<file path="src/sv/scem_pkg.sv">
// ----------------------------------------------------------------------------
// scem_pkg
// Shared types, widths, codes and helpers for the shunt current EMA
// overcurrent monitor.
// ----------------------------------------------------------------------------
package scem_pkg;

  // Converter code width; the sign bit is CODE_BITS-1 (range 16 to 32)
  localparam int CODE_BITS = 24;

  // Payload widths
  localparam int RAW_W    = 24;
  localparam int STATUS_W = 8;
  localparam int CUR_W    = 24;
  localparam int GAIN_W   = 16;
  localparam int ALPHA_W  = 9;
  localparam int CNT_W    = 8;

  // Configuration port
  localparam int CFG_IDX_W  = 3;
  localparam int CFG_DATA_W = 24;

  // Shared multiplier: operand A holds a code, a sample or a filtered current,
  // operand B a gain or an EMA weight
  localparam int MUL_A_W = (CODE_BITS > CUR_W) ? CODE_BITS : CUR_W;
  localparam int MUL_B_W = GAIN_W + 1;
  localparam int ACC_W   = MUL_A_W + MUL_B_W + 1;

  // Fixed-point constants
  localparam int SCALE_SHIFT = 16;
  localparam int EMA_SHIFT   = 8;
  localparam int ALPHA_ONE   = 1 << EMA_SHIFT;
  localparam int Q24_MAX     = 8388607;
  localparam int Q24_MIN     = -8388608;

  localparam logic signed [ACC_W-1:0] SCALE_ROUND = ACC_W'(1 << (SCALE_SHIFT - 1));
  localparam logic signed [ACC_W-1:0] EMA_ROUND   = ACC_W'(1 << (EMA_SHIFT - 1));
  localparam logic signed [ACC_W-1:0] ACC_Q24_MAX = ACC_W'(Q24_MAX);
  localparam logic signed [ACC_W-1:0] ACC_Q24_MIN = ACC_W'(Q24_MIN);

  // Register reset values
  localparam logic [GAIN_W-1:0]       GAIN_RST   = GAIN_W'(5359);
  localparam logic [ALPHA_W-1:0]      ALPHA_RST  = ALPHA_W'(179);
  localparam logic signed [CUR_W-1:0] DIS_RST    = CUR_W'(-100000);
  localparam logic signed [CUR_W-1:0] CHG_RST    = CUR_W'(100000);
  localparam logic [CNT_W-1:0]        RESP_RST   = CNT_W'(3);
  localparam logic [CNT_W-1:0]        RETRY_RST  = CNT_W'(3);
  localparam logic [CNT_W-1:0]        STREAK_MAX = '1;

  // Register indexes
  typedef enum logic [CFG_IDX_W-1:0] {
    REG_GAIN      = 3'd0,
    REG_ALPHA     = 3'd1,
    REG_DISCHARGE = 3'd2,
    REG_CHARGE    = 3'd3,
    REG_RESPONSE  = 3'd4,
    REG_RETRIES   = 3'd5
  } reg_idx_t;

  // Result status codes
  typedef enum logic [1:0] {
    STAT_OK        = 2'd0,
    STAT_COMMS     = 2'd1,
    STAT_NOT_READY = 2'd2
  } status_t;

  // Live configuration, alpha already clamped to one
  typedef struct packed {
    logic [GAIN_W-1:0]       gain;
    logic [ALPHA_W-1:0]      alpha;
    logic signed [CUR_W-1:0] discharge_limit;
    logic signed [CUR_W-1:0] charge_limit;
    logic [CNT_W-1:0]        response_loops;
    logic [CNT_W-1:0]        max_retries;
  } cfg_t;

  // Multiplier control: load starts a new sum from the addend,
  // accumulate adds the product to the held sum
  typedef struct packed {
    logic en;
    logic accum;
  } mac_ctrl_t;

  // Saturate a wide signed value to 24 bits signed
  function automatic logic signed [CUR_W-1:0] sat24(input logic signed [ACC_W-1:0] v);
    logic signed [CUR_W-1:0] r;
    if (v > ACC_Q24_MAX) begin
      r = CUR_W'(Q24_MAX);
    end else if (v < ACC_Q24_MIN) begin
      r = CUR_W'(Q24_MIN);
    end else begin
      r = v[CUR_W-1:0];
    end
    return r;
  endfunction

endpackage

</file>
<file path="src/sv/scem_if.sv">
// ----------------------------------------------------------------------------
// scem_if
// Valid/ready channels for converter reads and monitor results.
// ----------------------------------------------------------------------------

// Converter read channel
interface scem_in_if;
  logic                           valid;
  logic                           ready;
  logic                           link_ok;
  logic [scem_pkg::STATUS_W-1:0]  status_byte;
  logic [scem_pkg::RAW_W-1:0]     raw_code;

  modport source (output valid, link_ok, status_byte, raw_code, input ready);
  modport sink   (input valid, link_ok, status_byte, raw_code, output ready);
endinterface

// Monitor result channel
interface scem_out_if;
  logic                              valid;
  logic                              ready;
  logic [1:0]                        result_status;
  logic signed [scem_pkg::CUR_W-1:0] current_ma;
  logic                              overcurrent_fault;
  logic                              comms_loss;

  modport source (output valid, result_status, current_ma, overcurrent_fault, comms_loss,
                  input ready);
  modport sink   (input valid, result_status, current_ma, overcurrent_fault, comms_loss,
                  output ready);
endinterface

</file>
<file path="src/sv/scem_cfg.sv">
// ----------------------------------------------------------------------------
// scem_cfg
// Configuration register file: decodes writes, takes the window limits
// as signed and clamps the EMA weight.
// ----------------------------------------------------------------------------
module scem_cfg (
  input  logic                               clk,
  input  logic                               rst,
  input  logic                               we,
  input  logic [scem_pkg::CFG_IDX_W-1:0]     index,
  input  logic [scem_pkg::CFG_DATA_W-1:0]    wdata,
  output scem_pkg::cfg_t                     cfg
);
  import scem_pkg::*;

  logic [GAIN_W-1:0]       gain;
  logic [ALPHA_W-1:0]      alpha;
  logic signed [CUR_W-1:0] discharge_limit;
  logic signed [CUR_W-1:0] charge_limit;
  logic [CNT_W-1:0]        response_loops;
  logic [CNT_W-1:0]        max_retries;

  // Register writes; unknown indexes are dropped
  always_ff @(posedge clk) begin
    if (rst) begin
      gain            <= GAIN_RST;
      alpha           <= ALPHA_RST;
      discharge_limit <= DIS_RST;
      charge_limit    <= CHG_RST;
      response_loops  <= RESP_RST;
      max_retries     <= RETRY_RST;
    end else if (we) begin
      case (reg_idx_t'(index))
        REG_GAIN:      gain            <= wdata[GAIN_W-1:0];
        REG_ALPHA:     alpha           <= wdata[ALPHA_W-1:0];
        REG_DISCHARGE: discharge_limit <= $signed(wdata[CUR_W-1:0]);
        REG_CHARGE:    charge_limit    <= $signed(wdata[CUR_W-1:0]);
        REG_RESPONSE:  response_loops  <= wdata[CNT_W-1:0];
        REG_RETRIES:   max_retries     <= wdata[CNT_W-1:0];
        default: ;
      endcase
    end
  end

  // Weight above one counts as one
  always_comb begin
    cfg.gain            = gain;
    cfg.alpha           = (alpha > ALPHA_W'(ALPHA_ONE)) ? ALPHA_W'(ALPHA_ONE) : alpha;
    cfg.discharge_limit = discharge_limit;
    cfg.charge_limit    = charge_limit;
    cfg.response_loops  = response_loops;
    cfg.max_retries     = max_retries;
  end

endmodule

</file>
<file path="src/sv/scem_mac.sv">
// ----------------------------------------------------------------------------
// scem_mac
// Shared signed multiply-accumulate unit with a registered sum. Used for the
// gain scaling and for both terms of the EMA update.
// ----------------------------------------------------------------------------
module scem_mac (
  input  logic                                   clk,
  input  scem_pkg::mac_ctrl_t                    ctrl,
  input  logic signed [scem_pkg::MUL_A_W-1:0]    op_a,
  input  logic signed [scem_pkg::MUL_B_W-1:0]    op_b,
  input  logic signed [scem_pkg::ACC_W-1:0]      addend,
  output logic signed [scem_pkg::ACC_W-1:0]      acc
);
  import scem_pkg::*;

  logic signed [ACC_W-1:0] prod;
  logic signed [ACC_W-1:0] base;

  // One multiply plus one add per cycle while the unit is enabled
  always_comb begin
    prod = ACC_W'(op_a * op_b);
    base = ctrl.accum ? acc : addend;
  end

  always_ff @(posedge clk) begin
    if (ctrl.en) begin
      acc <= base + prod;
    end
  end

endmodule

</file>
<file path="src/sv/shunt_current_ema_overcurrent_monitor.sv">
// ----------------------------------------------------------------------------
// shunt_current_ema_overcurrent_monitor
// Converter read checker, gain scaling, EMA filter and debounced current
// window check, built around one shared multiply-accumulate unit.
// ----------------------------------------------------------------------------
// A read whose bus transaction failed, or whose status byte lacks the data
// ready bit, goes straight to S_DONE for its result. A ready read runs
// through the shared multiplier: one pass for the gain scaling and two
// passes for the EMA terms, then the window check and S_DONE (the first
// ready sample skips the EMA passes, as it only seeds the filter); the
// next read is taken once the result is loaded and the state is idle again.
// One result is produced per read; the output register holds it while the
// sink stalls and the next read is already taken. Configuration writes are
// expected only while no read is in flight.
// ----------------------------------------------------------------------------
module shunt_current_ema_overcurrent_monitor (
  input  logic                               clk,
  input  logic                               rst,
  input  logic                               cfg_we,
  input  logic [scem_pkg::CFG_IDX_W-1:0]     cfg_index,
  input  logic [scem_pkg::CFG_DATA_W-1:0]    cfg_wdata,
  scem_in_if.sink                            in_ch,
  scem_out_if.source                         out_ch
);
  import scem_pkg::*;

  typedef enum logic [2:0] {
    S_IDLE,
    S_SCALE,
    S_SAMPLE,
    S_EMA_NEW,
    S_EMA_OLD,
    S_UPDATE,
    S_CHECK,
    S_DONE
  } state_t;

  state_t                   state;
  cfg_t                     cfg;
  mac_ctrl_t                mac_ctrl;
  logic signed [MUL_A_W-1:0] mac_a;
  logic signed [MUL_B_W-1:0] mac_b;
  logic signed [ACC_W-1:0]   mac_addend;
  logic signed [ACC_W-1:0]   acc;
  logic signed [ACC_W-1:0]   acc_scaled;
  logic signed [ACC_W-1:0]   acc_ema;

  logic [31:0]              raw_ext;
  logic [CODE_BITS-1:0]     code;
  logic signed [CUR_W-1:0]  sample;
  logic signed [CUR_W-1:0]  filtered;
  logic                     seeded;
  logic [CNT_W-1:0]         oc_streak;
  logic [CNT_W-1:0]         retry_streak;
  status_t                  status;
  logic                     in_accept;
  logic                     out_free;
  logic                     out_of_window;

  scem_cfg u_cfg (
    .clk   (clk),
    .rst   (rst),
    .we    (cfg_we),
    .index (cfg_index),
    .wdata (cfg_wdata),
    .cfg   (cfg)
  );

  scem_mac u_mac (
    .clk    (clk),
    .ctrl   (mac_ctrl),
    .op_a   (mac_a),
    .op_b   (mac_b),
    .addend (mac_addend),
    .acc    (acc)
  );

  assign in_ch.ready = (state == S_IDLE);
  assign in_accept   = in_ch.valid && in_ch.ready;
  assign out_free    = !out_ch.valid || out_ch.ready;
  assign raw_ext     = {{(32 - RAW_W){1'b0}}, in_ch.raw_code};

  // Rounded sums shifted back to their scale (arithmetic shift floors)
  assign acc_scaled    = acc >>> SCALE_SHIFT;
  assign acc_ema       = acc >>> EMA_SHIFT;
  assign out_of_window = (filtered < cfg.discharge_limit) || (filtered > cfg.charge_limit);

  // Operand selection for the shared unit
  always_comb begin
    mac_ctrl   = '0;
    mac_a      = '0;
    mac_b      = '0;
    mac_addend = '0;
    case (state)
      S_SCALE: begin
        mac_ctrl.en = 1'b1;
        mac_a       = MUL_A_W'($signed(code));
        mac_b       = $signed({1'b0, cfg.gain});
        mac_addend  = SCALE_ROUND;
      end
      S_EMA_NEW: begin
        mac_ctrl.en = 1'b1;
        mac_a       = MUL_A_W'(sample);
        mac_b       = $signed(MUL_B_W'(cfg.alpha));
        mac_addend  = EMA_ROUND;
      end
      S_EMA_OLD: begin
        mac_ctrl.en    = 1'b1;
        mac_ctrl.accum = 1'b1;
        mac_a          = MUL_A_W'(filtered);
        mac_b          = $signed(MUL_B_W'(ALPHA_ONE) - MUL_B_W'(cfg.alpha));
      end
      default: ;
    endcase
  end

  // Sequencer, filter state and output register
  always_ff @(posedge clk) begin
    if (rst) begin
      state                    <= S_IDLE;
      seeded                   <= 1'b0;
      filtered                 <= '0;
      oc_streak                <= '0;
      retry_streak             <= '0;
      status                   <= STAT_OK;
      out_ch.valid             <= 1'b0;
    end else begin
      // the load in S_DONE takes over when a new result replaces the old one
      if (out_ch.valid && out_ch.ready && state != S_DONE) begin
        out_ch.valid <= 1'b0;
      end
      case (state)
        S_IDLE: begin
          if (in_accept) begin
            if (!in_ch.link_ok) begin
              if (retry_streak != STREAK_MAX) begin
                retry_streak <= retry_streak + 1'b1;
              end
              status <= STAT_COMMS;
              state  <= S_DONE;
            end else begin
              retry_streak <= '0;
              if (!in_ch.status_byte[0]) begin
                status <= STAT_NOT_READY;
                state  <= S_DONE;
              end else begin
                code   <= raw_ext[CODE_BITS-1:0];
                status <= STAT_OK;
                state  <= S_SCALE;
              end
            end
          end
        end
        S_SCALE: state <= S_SAMPLE;
        S_SAMPLE: begin
          sample <= sat24(acc_scaled);
          if (!seeded) begin
            filtered <= sat24(acc_scaled);
            seeded   <= 1'b1;
            state    <= S_CHECK;
          end else begin
            state <= S_EMA_NEW;
          end
        end
        S_EMA_NEW: state <= S_EMA_OLD;
        S_EMA_OLD: state <= S_UPDATE;
        S_UPDATE: begin
          filtered <= sat24(acc_ema);
          state    <= S_CHECK;
        end
        S_CHECK: begin
          if (out_of_window) begin
            if (oc_streak != STREAK_MAX) begin
              oc_streak <= oc_streak + 1'b1;
            end
          end else begin
            oc_streak <= '0;
          end
          state <= S_DONE;
        end
        S_DONE: begin
          if (out_free) begin
            out_ch.valid             <= 1'b1;
            out_ch.result_status     <= status;
            out_ch.current_ma        <= filtered;
            out_ch.overcurrent_fault <= (oc_streak > cfg.response_loops);
            out_ch.comms_loss        <= (retry_streak > cfg.max_retries);
            state                    <= S_IDLE;
          end
        end
        default: state <= S_IDLE;
      endcase
    end
  end

`ifndef SYNTHESIS
  // A taken read keeps the input closed on the next cycle
  a_busy_after_accept: assert property (@(posedge clk) disable iff (rst)
    in_accept |=> !in_ch.ready)
    else $error("input ready right after a taken read");

  // Failed-read streak holds at its ceiling
  a_retry_saturates: assert property (@(posedge clk) disable iff (rst)
    (in_accept && !in_ch.link_ok && retry_streak == STREAK_MAX)
      |=> (retry_streak == STREAK_MAX))
    else $error("retry streak wrapped");

  // Overcurrent streak moves only in the window check
  a_streak_only_in_check: assert property (@(posedge clk) disable iff (rst)
    (state != S_CHECK) |=> $stable(oc_streak))
    else $error("overcurrent streak changed outside window check");

  // The EMA update runs only on a seeded filter
  a_update_seeded: assert property (@(posedge clk) disable iff (rst)
    (state == S_UPDATE) |-> seeded)
    else $error("EMA update on unseeded filter");
`endif

endmodule
</file>
<file path="src/flat_wrapper.sv">
// flat-port wrapper written by rule: the top's interface ports become plain ports
module shunt_current_ema_overcurrent_monitor_flat import scem_pkg::*;
  (clk, rst, cfg_we, cfg_index, cfg_wdata, in_ch_valid, in_ch_link_ok, in_ch_status_byte, in_ch_raw_code, in_ch_ready, out_ch_valid, out_ch_result_status, out_ch_current_ma, out_ch_overcurrent_fault, out_ch_comms_loss, out_ch_ready);
  scem_in_if in_ch_i ();
  scem_out_if out_ch_i ();
  input  logic clk;
  input  logic rst;
  input  logic cfg_we;
  input  logic [scem_pkg::CFG_IDX_W-1:0] cfg_index;
  input  logic [scem_pkg::CFG_DATA_W-1:0] cfg_wdata;
  input wire logic [$bits(in_ch_i.valid)-1:0] in_ch_valid;
  input wire logic [$bits(in_ch_i.link_ok)-1:0] in_ch_link_ok;
  input wire logic [$bits(in_ch_i.status_byte)-1:0] in_ch_status_byte;
  input wire logic [$bits(in_ch_i.raw_code)-1:0] in_ch_raw_code;
  output wire logic [$bits(in_ch_i.ready)-1:0] in_ch_ready;
  output wire logic [$bits(out_ch_i.valid)-1:0] out_ch_valid;
  output wire logic [$bits(out_ch_i.result_status)-1:0] out_ch_result_status;
  output wire logic [$bits(out_ch_i.current_ma)-1:0] out_ch_current_ma;
  output wire logic [$bits(out_ch_i.overcurrent_fault)-1:0] out_ch_overcurrent_fault;
  output wire logic [$bits(out_ch_i.comms_loss)-1:0] out_ch_comms_loss;
  input wire logic [$bits(out_ch_i.ready)-1:0] out_ch_ready;
  assign in_ch_i.valid = in_ch_valid;
  assign in_ch_i.link_ok = in_ch_link_ok;
  assign in_ch_i.status_byte = in_ch_status_byte;
  assign in_ch_i.raw_code = in_ch_raw_code;
  assign in_ch_ready = in_ch_i.ready;
  assign out_ch_valid = out_ch_i.valid;
  assign out_ch_result_status = out_ch_i.result_status;
  assign out_ch_current_ma = out_ch_i.current_ma;
  assign out_ch_overcurrent_fault = out_ch_i.overcurrent_fault;
  assign out_ch_comms_loss = out_ch_i.comms_loss;
  assign out_ch_i.ready = out_ch_ready;
  shunt_current_ema_overcurrent_monitor u_core (.clk(clk), .rst(rst), .cfg_we(cfg_we), .cfg_index(cfg_index), .cfg_wdata(cfg_wdata), .in_ch(in_ch_i), .out_ch(out_ch_i));
endmodule
</file>
<file path="config.mk">
export PLATFORM = sky130hd
export DESIGN_NAME = shunt_current_ema_overcurrent_monitor_flat
export DESIGN_NICKNAME = d
export VERILOG_FILES = /design/src/sv/scem_pkg.sv /design/src/sv/scem_if.sv /design/src/sv/scem_cfg.sv /design/src/sv/scem_mac.sv /design/src/sv/shunt_current_ema_overcurrent_monitor.sv /design/src/flat_wrapper.sv
export SDC_FILE = /design/constraint.sdc
export NUM_CORES = 2
export LEC_CHECK = 0
export BUFFER_PORTS_ARGS = -buffer_cell sky130_fd_sc_hd__buf_4
export CAP_MARGIN = 15
export CORE_MARGIN = 3
export CORE_UTILIZATION = 40
export CTS_CLUSTER_DIAMETER = 30
export DETAILED_ROUTE_END_ITERATION = 6
export SLEW_MARGIN = 20
export SYNTH_ARGS = -nofsm -noshare
export SYNTH_HDL_FRONTEND = slang
export SYNTH_SLANG_ARGS = --single-unit
</file>
<file path="constraint.sdc">
create_clock -name clk -period 11.5 [get_ports clk]
set_input_delay 1.725 -clock clk [delete_from_list [all_inputs] [get_ports clk]]
set_output_delay 1.725 -clock clk [all_outputs]
set_load 0.01 [all_outputs]
</file>
# After elaboration in Yosys (flattened, before gate mapping)
# Cells that the tools add are included.
totals:
  ff_bits: 254
  input_bits: 65
  output_inout_bits: 30
  elab_cells: 107
classes:
  addsub: 4
  n_mul: 1
  n_lt_le_gt_ge: 9
  eq_ne: 19
  mux: 28
  n_bitwise: 1
  n_reduce_logical: 25
op_table:
  columns: ["op", "count"]
  rows:
  - ["24-bit two-way mux", 5]
  - ["24-bit case mux with 3 select lines", 1]
  - ["17-bit case mux with 3 select lines", 1]
  - ["24-bit case mux with 2 select lines", 1]
  - ["42-bit adder", 1]
  - ["42-bit two-way mux", 1]
  - ["24-bit by 17-bit multiplier with 41-bit output", 1]
  - ["34-bit by 24-bit greater-than comparator with 1-bit output, second input constant", 1]
  - ["34-bit by 24-bit less-than comparator with 1-bit output, second input constant", 1]
  - ["8-bit two-way mux", 4]
  - ["16-bit case mux with 2 select lines", 1]
  - ["26-bit by 24-bit greater-than comparator with 1-bit output, second input constant", 1]
  - ["26-bit by 24-bit less-than comparator with 1-bit output, second input constant", 1]
  - ["24-bit greater-than comparator", 1]
  - ["24-bit less-than comparator", 1]
  - ["3-bit case mux with 8 select lines", 1]
  - ["2-bit AND reduction", 11]
  - ["3-bit == test, second input constant", 6]
  - ["8-bit by 1-bit adder with 8-bit output, second input constant", 2]
  - ["8-bit greater-than comparator", 2]
  - ["8-bit inequality test, second input constant", 2]
  - ["3-bit two-way mux", 5]
  - ["3-bit by 2-bit == test with 1-bit output, second input constant", 4]
  - ["9-bit by 9-bit subtractor with 10-bit output, first input constant", 1]
  - ["17 further kinds", 31]

# Logic depth before layout (Yosys ltp)
logic_depth:
  word_depth: 6
  mapped_depth: 42

# Cells and area by module
# Synthesis repeated with hierarchy kept, for this count alone.
unflattened:
  hier_cells: 3039
  area_unflattened_um2: 28727.6
by_module_without_submodules:
  columns: ["mod", "instances", "cells_each", "area_each_um2"]
  rows:
  - ["scem_mac", 1, 1885, 17913.4]
  - ["shunt_current_ema_overcurrent_monitor", 1, 792, 7129.3]
  - ["scem_cfg", 1, 362, 3684.8]

# Worst setup path after synthesis
# OpenSTA, ideal clock, no wires.
synth_timing:
  kind: "flip-flop to flip-flop"
  startpoint: "register u_core.u_cfg.alpha[8]"
  endpoint: "register u_core.u_mac.acc[35] in the netlist's numbering, data pin"
  setup_ns: 0.180
  arrival_ns: 9.284
  setup_slack_ns: 2.036
  stages_incl_launch_ff: 38
  n_path_buf: 2
  path_cell_list: "dfxtp_1 > clkbuf_1 > clkinv_1 > nand2_1 > ha_1 > a21boi_0 > nor2_1 > a311oi_1 > o22a_1 > buf_1 > nor2_1 > fa_1 > inv_1 > fa_1 > fa_1 > inv_1 > fa_1 > fa_1 > [2 not listed] > inv_1 > ha_1 > a2111oi_0 > o21ai_1 > a221oi_1 > nor2_1 > o41ai_1 > xnor2_1 > ha_1 > a21o_1 > a21o_1 > a21oi_1 > nand2_1 > o31ai_1 > a21boi_1 > o21ai_1 > or4b_1 > o311ai_1"
synth_via:
  elab_chain_cells: 6
synth_rtl:
  columns: ["element", "line", "source"]
  rows:
  - ["start, declared", "scem_cfg.sv:17", "logic [ALPHA_W-1:0] alpha;"]
  - ["start signal, assigned", "scem_cfg.sv:35", "REG_ALPHA: alpha <= wdata[ALPHA_W-1:0];"]
  - ["9-bit greater-than comparator", "scem_cfg.sv:48", "cfg.alpha = (alpha > ALPHA_W'(ALPHA_ONE)) ? ALPHA_W'(ALPHA_ONE) : alpha;"]
  - ["9-bit two-way mux (*)", "scem_cfg.sv:48", null]
  - ["9-bit by 9-bit subtractor with 10-bit output", "shunt_current_ema_overcurrent_monitor.sv:111", "mac_b = $signed(MUL_B_W'(ALPHA_ONE) - MUL_B_W'(cfg.alpha));"]
  - ["17-bit case mux with 3 select lines (*)", "shunt_current_ema_overcurrent_monitor.sv:94", "case (state)"]
  - ["24-bit by 17-bit multiplier with 41-bit output (*)", "scem_mac.sv:21", "prod = ACC_W'(op_a * op_b);"]
  - ["42-bit adder (*)", "scem_mac.sv:27", "acc <= base + prod;"]
  - ["end signal, assigned", "scem_mac.sv:27", null]
  - ["end, declared", "scem_mac.sv:12", "output logic signed [scem_pkg::ACC_W-1:0] acc"]
# Mark *: on every way between the ends. The rest lies on a longest branch, timed or not.
# A chain may end at the register's enable or synchronous reset.

# Final worst setup path
# Ends and elaborated chain as after synthesis.

==> flow_summary.yaml <==
outcome:
  outcome: "finished, final reports clean"
synth:
  ys.flop_type: "dfxtp_1"
  async_reset_ff_share_pct: 0
  synth_area_mm2: 0.02806
  synth_edf_count: 118
  syn_inst: 3145
  ys_warn_count: 0
  ys_seq_area_share_pct: 22.33
  ys_types: 74
  synth-seq-cells: 254
  syn_avg_cell_area_um2: 8.921
timing:
  post-route-period-util_pct: 92.27
  slew_viol_final: 0
  rsz0062_at_grt: "no"
  max_freq_mhz: 94.25
  tns_ns: 0
  tightest_slew_ns: 1.146
  finClkSkew_ns: 0.02204
  hold_ws_ns: 0.4425
  setup_viol_count_final: 0
  final.min_clock_period_ns: 10.61
  max_slew_margin_pct: 22.81
  final_hold_viol_count: 0
clocking:
  ctsHtreeMaxLevel: 2
  clock-sinks: 254
  cts.clk_slew.worst_paths_ns: 0.06
  cts-root-buf: "clkbuf_16"
  cts_setup_buffers: 0
  insertion_delay_ns: 0.55
  cts_resized: 0
  cts_tree: "yes"
  cts_hold_buf: 0
  cts-buffers-inserted: 39
  ctsLongestPathBuffers: 3
worst_setup_path:
  cp_common_cell: "fa_1"
  max_stage_delay_ns: 0.58
  crit_slowest_cell: "a2111oi_0"
  reg2reg_from: "u_core.u_cfg.alpha[8]$_SDFFE_PP0P_"
  crit_type: "reg -> reg"
  worst_ep_arrival_time_ns: 10.96
  crit_path_max_fanout: 11
  r2r_end: "u_core.u_mac.acc[35]$_DFFE_PP_"
  rrSetupSlack_ns: 0.89
  startpoint_type: "register"
  critical_path.endpoint_type: "register"
  rr_worst_depth: 36
  critPathRequiredTime_ns: 11.85
die:
  core_mm2: 0.06907
  io_pins: 95
  rows: 96
  dieArea_mm2: 0.07335
  fp.dieW_um: 270.8
  initial_core_util_pct: 40.62
  die_y_um: 270.8
run:
  timing.max_cap.violations: 0
global_route:
  first_global_vias: 22020
  grt_max_degree: 66
  overflow: 0
  grt_pass1_wl_mm: 126.3
  antenna_found_initial: 1
  grt_usage_pct: 22.06
layout:
  drive_gt1_share_pct: 7.536
  layout-area-overhead-vs-synth_pct: 11.29
  final_area_mm2: 0.03122
  instances_no_fill: 4183
  fin_nets: 3895
drt:
  wl_mm: 79.75
  drtIter0Drc: 1695
  detail-route-antenna-nets: 0
  vias: 21770
  first_pass_iters: 6
  wl_per_cell_um: 19.06
  viasPerCell: 5.205
  drc: 0
worst_hold_path:
  worstHoldPathCells: 0
  hp-start: "u_core.status[0]$_SDFFE_PP0P_"
  hold_class: "reg -> reg"
  holdPathEnd: "u_core.out_ch.result_status[0]$_DFFE_PP_"
place:
  place_inst: 4112
  io_buffers: 87
  hpwl_mm: 63.54
  placed_cell_area_mm2: 0.02994
  routabilityCongestion: 0.9289
pwr:
  p_per_area_mw_per_mm2: 151.6
  finalPower_mw: 4.735
  p_leak_nw: 14.92
  irDropWorstVdd_mv: 0.1544
## layout by cell type (no fill, tap or decap), types with 11 or more instances in the layout
master	count
buf_4	141
and3_1	58
fa_1	402
nand2b_1	13
a21o_1	57
conb_1	24
nand4_1	18
dfxtp_1	135
a211oi_1	18
nor3_1	18
ha_1	206
edfxtp_1	118
a21oi_1	173
nor2b_1	19
nand2_1	434
xor2_1	31
o21bai_1	14
a31oi_1	14
nand3_1	44
xnor2_1	62
o21ai_1	20
inv_6	11
o21ai_0	74
inv_1	544
o211ai_1	30
nor2_1	304
clkbuf_16	39
o21a_1	34
mux2i_1	32
a221oi_1	24
## report_power, final
part | internal (mW) | total, mW | switching (mW)
Sequential | 1.14 | 1.25 | 0.111
Clock | 0.678 | 1.17 | 0.493
Combinational | 0.860 | 2.32 | 1.46
Total | 2.67 | 4.73 | 2.06
## synthesized netlist by cell type, types with 4 or more instances
cell type / n / area [um2]
a2111oi_0: 4 / 35.03
a211oi_1: 18 / 135.1
a21boi_0: 5 / 37.54
a21o_1: 57 / 427.9
a21oi_1: 174 / 870.8
a221oi_1: 24 / 210.2
a22oi_1: 4 / 30.03
a31o_2: 4 / 35.03
a31oi_1: 15 / 93.84
and2_1: 10 / 62.56
and3_1: 59 / 369.1
and4_1: 5 / 43.79
buf_1: 14 / 52.55
clkbuf_1: 112 / 420.4
dfxtp_1: 136 / 2723
edfxtp_1: 118 / 3543
fa_1: 402 / 8048
ha_1: 206 / 2577
inv_1: 544 / 2042
mux2i_1: 32 / 320.3
nand2_1: 435 / 1633
nand2b_1: 14 / 87.58
nand3_1: 44 / 220.2
nand3b_1: 5 / 37.54
nand4_1: 18 / 112.6
nor2_1: 307 / 1152
nor2b_1: 19 / 118.9
nor3_1: 19 / 95.09
nor4_1: 7 / 43.79
o211ai_1: 30 / 225.2
o21a_1: 34 / 255.2
o21ai_0: 74 / 370.4
o21ai_1: 21 / 105.1
o21bai_1: 14 / 105.1
o31ai_1: 6 / 45.04
or2_2: 6 / 37.54
xnor2_1: 62 / 543.0
xor2_1: 31 / 271.5
## metrics by stage
step,setup slack [ns],utilization [%]
after floorplan,2.036,-
final,0.8894,45.21
after global routing,0.2433,45.20
after detailed placement,0.8258,43.35
after global placement,0.8083,43.35
after CTS,0.7724,45.20
## per-layer routing
layer | global-route usage [%] | share of wire, % | up-vias
met3 | 3.290 | 6.4 | 142
met4 | 7.482 | 3.7 | 0
li1 | - | - | 10270
met1 | 30.54 | 44 | 10700
met2 | 35.42 | 46 | 658
met5 | 0 | 0 | -
## kinds of logic (layout without fill, tap and decap cells)
kind of cell | after synthesis | in the layout | synth area share, %
other | 2 | 25 | 0.02677
XOR/XNOR | 94 | 94 | 2.984
multiplexers | 32 | 32 | 1.142
AND/OR/NAND/NOR | 962 | 962 | 14.70
adder cells (fa/ha/maj) | 608 | 608 | 37.87
buffers and inverters | 673 | 757 | 9.009
flip-flops | 254 | 254 | 22.33
AO/OA/AOI/OAI | 520 | 520 | 11.93
## how the worst max path moves through the flow
stage | from | end | slack [ns]
3_5_place_dp | u_core.u_cfg.alpha[8]$_SDFFE_PP0P_ | u_core.u_mac.acc[35]$_DFFE_PP_ | 0.83
3_3_place_gp | u_core.u_cfg.alpha[8]$_SDFFE_PP0P_ | u_core.u_mac.acc[35]$_DFFE_PP_ | 0.81
4_1_cts | u_core.u_cfg.alpha[8]$_SDFFE_PP0P_ | u_core.u_mac.acc[35]$_DFFE_PP_ | 0.77
2_1_floorplan | u_core.u_cfg.alpha[8]$_SDFFE_PP0P_ | u_core.u_mac.acc[35]$_DFFE_PP_ | 2.04
5_1_grt | u_core.u_cfg.alpha[8]$_SDFFE_PP0P_ | u_core.u_mac.acc[35]$_DFFE_PP_ | 0.24
6_report | u_core.u_cfg.alpha[8]$_SDFFE_PP0P_ | u_core.u_mac.acc[35]$_DFFE_PP_ | 0.89
## worst max-delay path, delay by kind of cell, from the launching register on
family          cells  cell delay (ns)
simple gates        6             1.03
flops               1             0.50
compound gates     14             3.79
xor+xnor            1             0.16
fa+ha+maj           9             4.20
buf+inv             6             0.72
## sequential cells by signal (all words and copies together) (netlist names), 9 cells and up
register / cells
u_core.code: 24
u_core.u_cfg.discharge_limit: 24
u_core.u_cfg.charge_limit: 24
u_core.sample: 24
u_core.u_cfg.gain: 16
u_core.out_ch.current_ma: 24
u_core.u_cfg.alpha: 9
u_core.u_mac.acc: 42
u_core.filtered: 24
## area by class of cell
class | instances | area, um2
clock inverter | 29 | 282.8
fill | 6794 | 37840
tap | 931 | 1165
sequential | 254 | 6267
timing repair buffer | 141 | 1059
clock buffer | 41 | 993.5
inverter | 546 | 2049
antenna | 1 | 2.502
multi-input combinational | 2240 | 19400
Note: power is estimated with default switching activity, not from simulation.
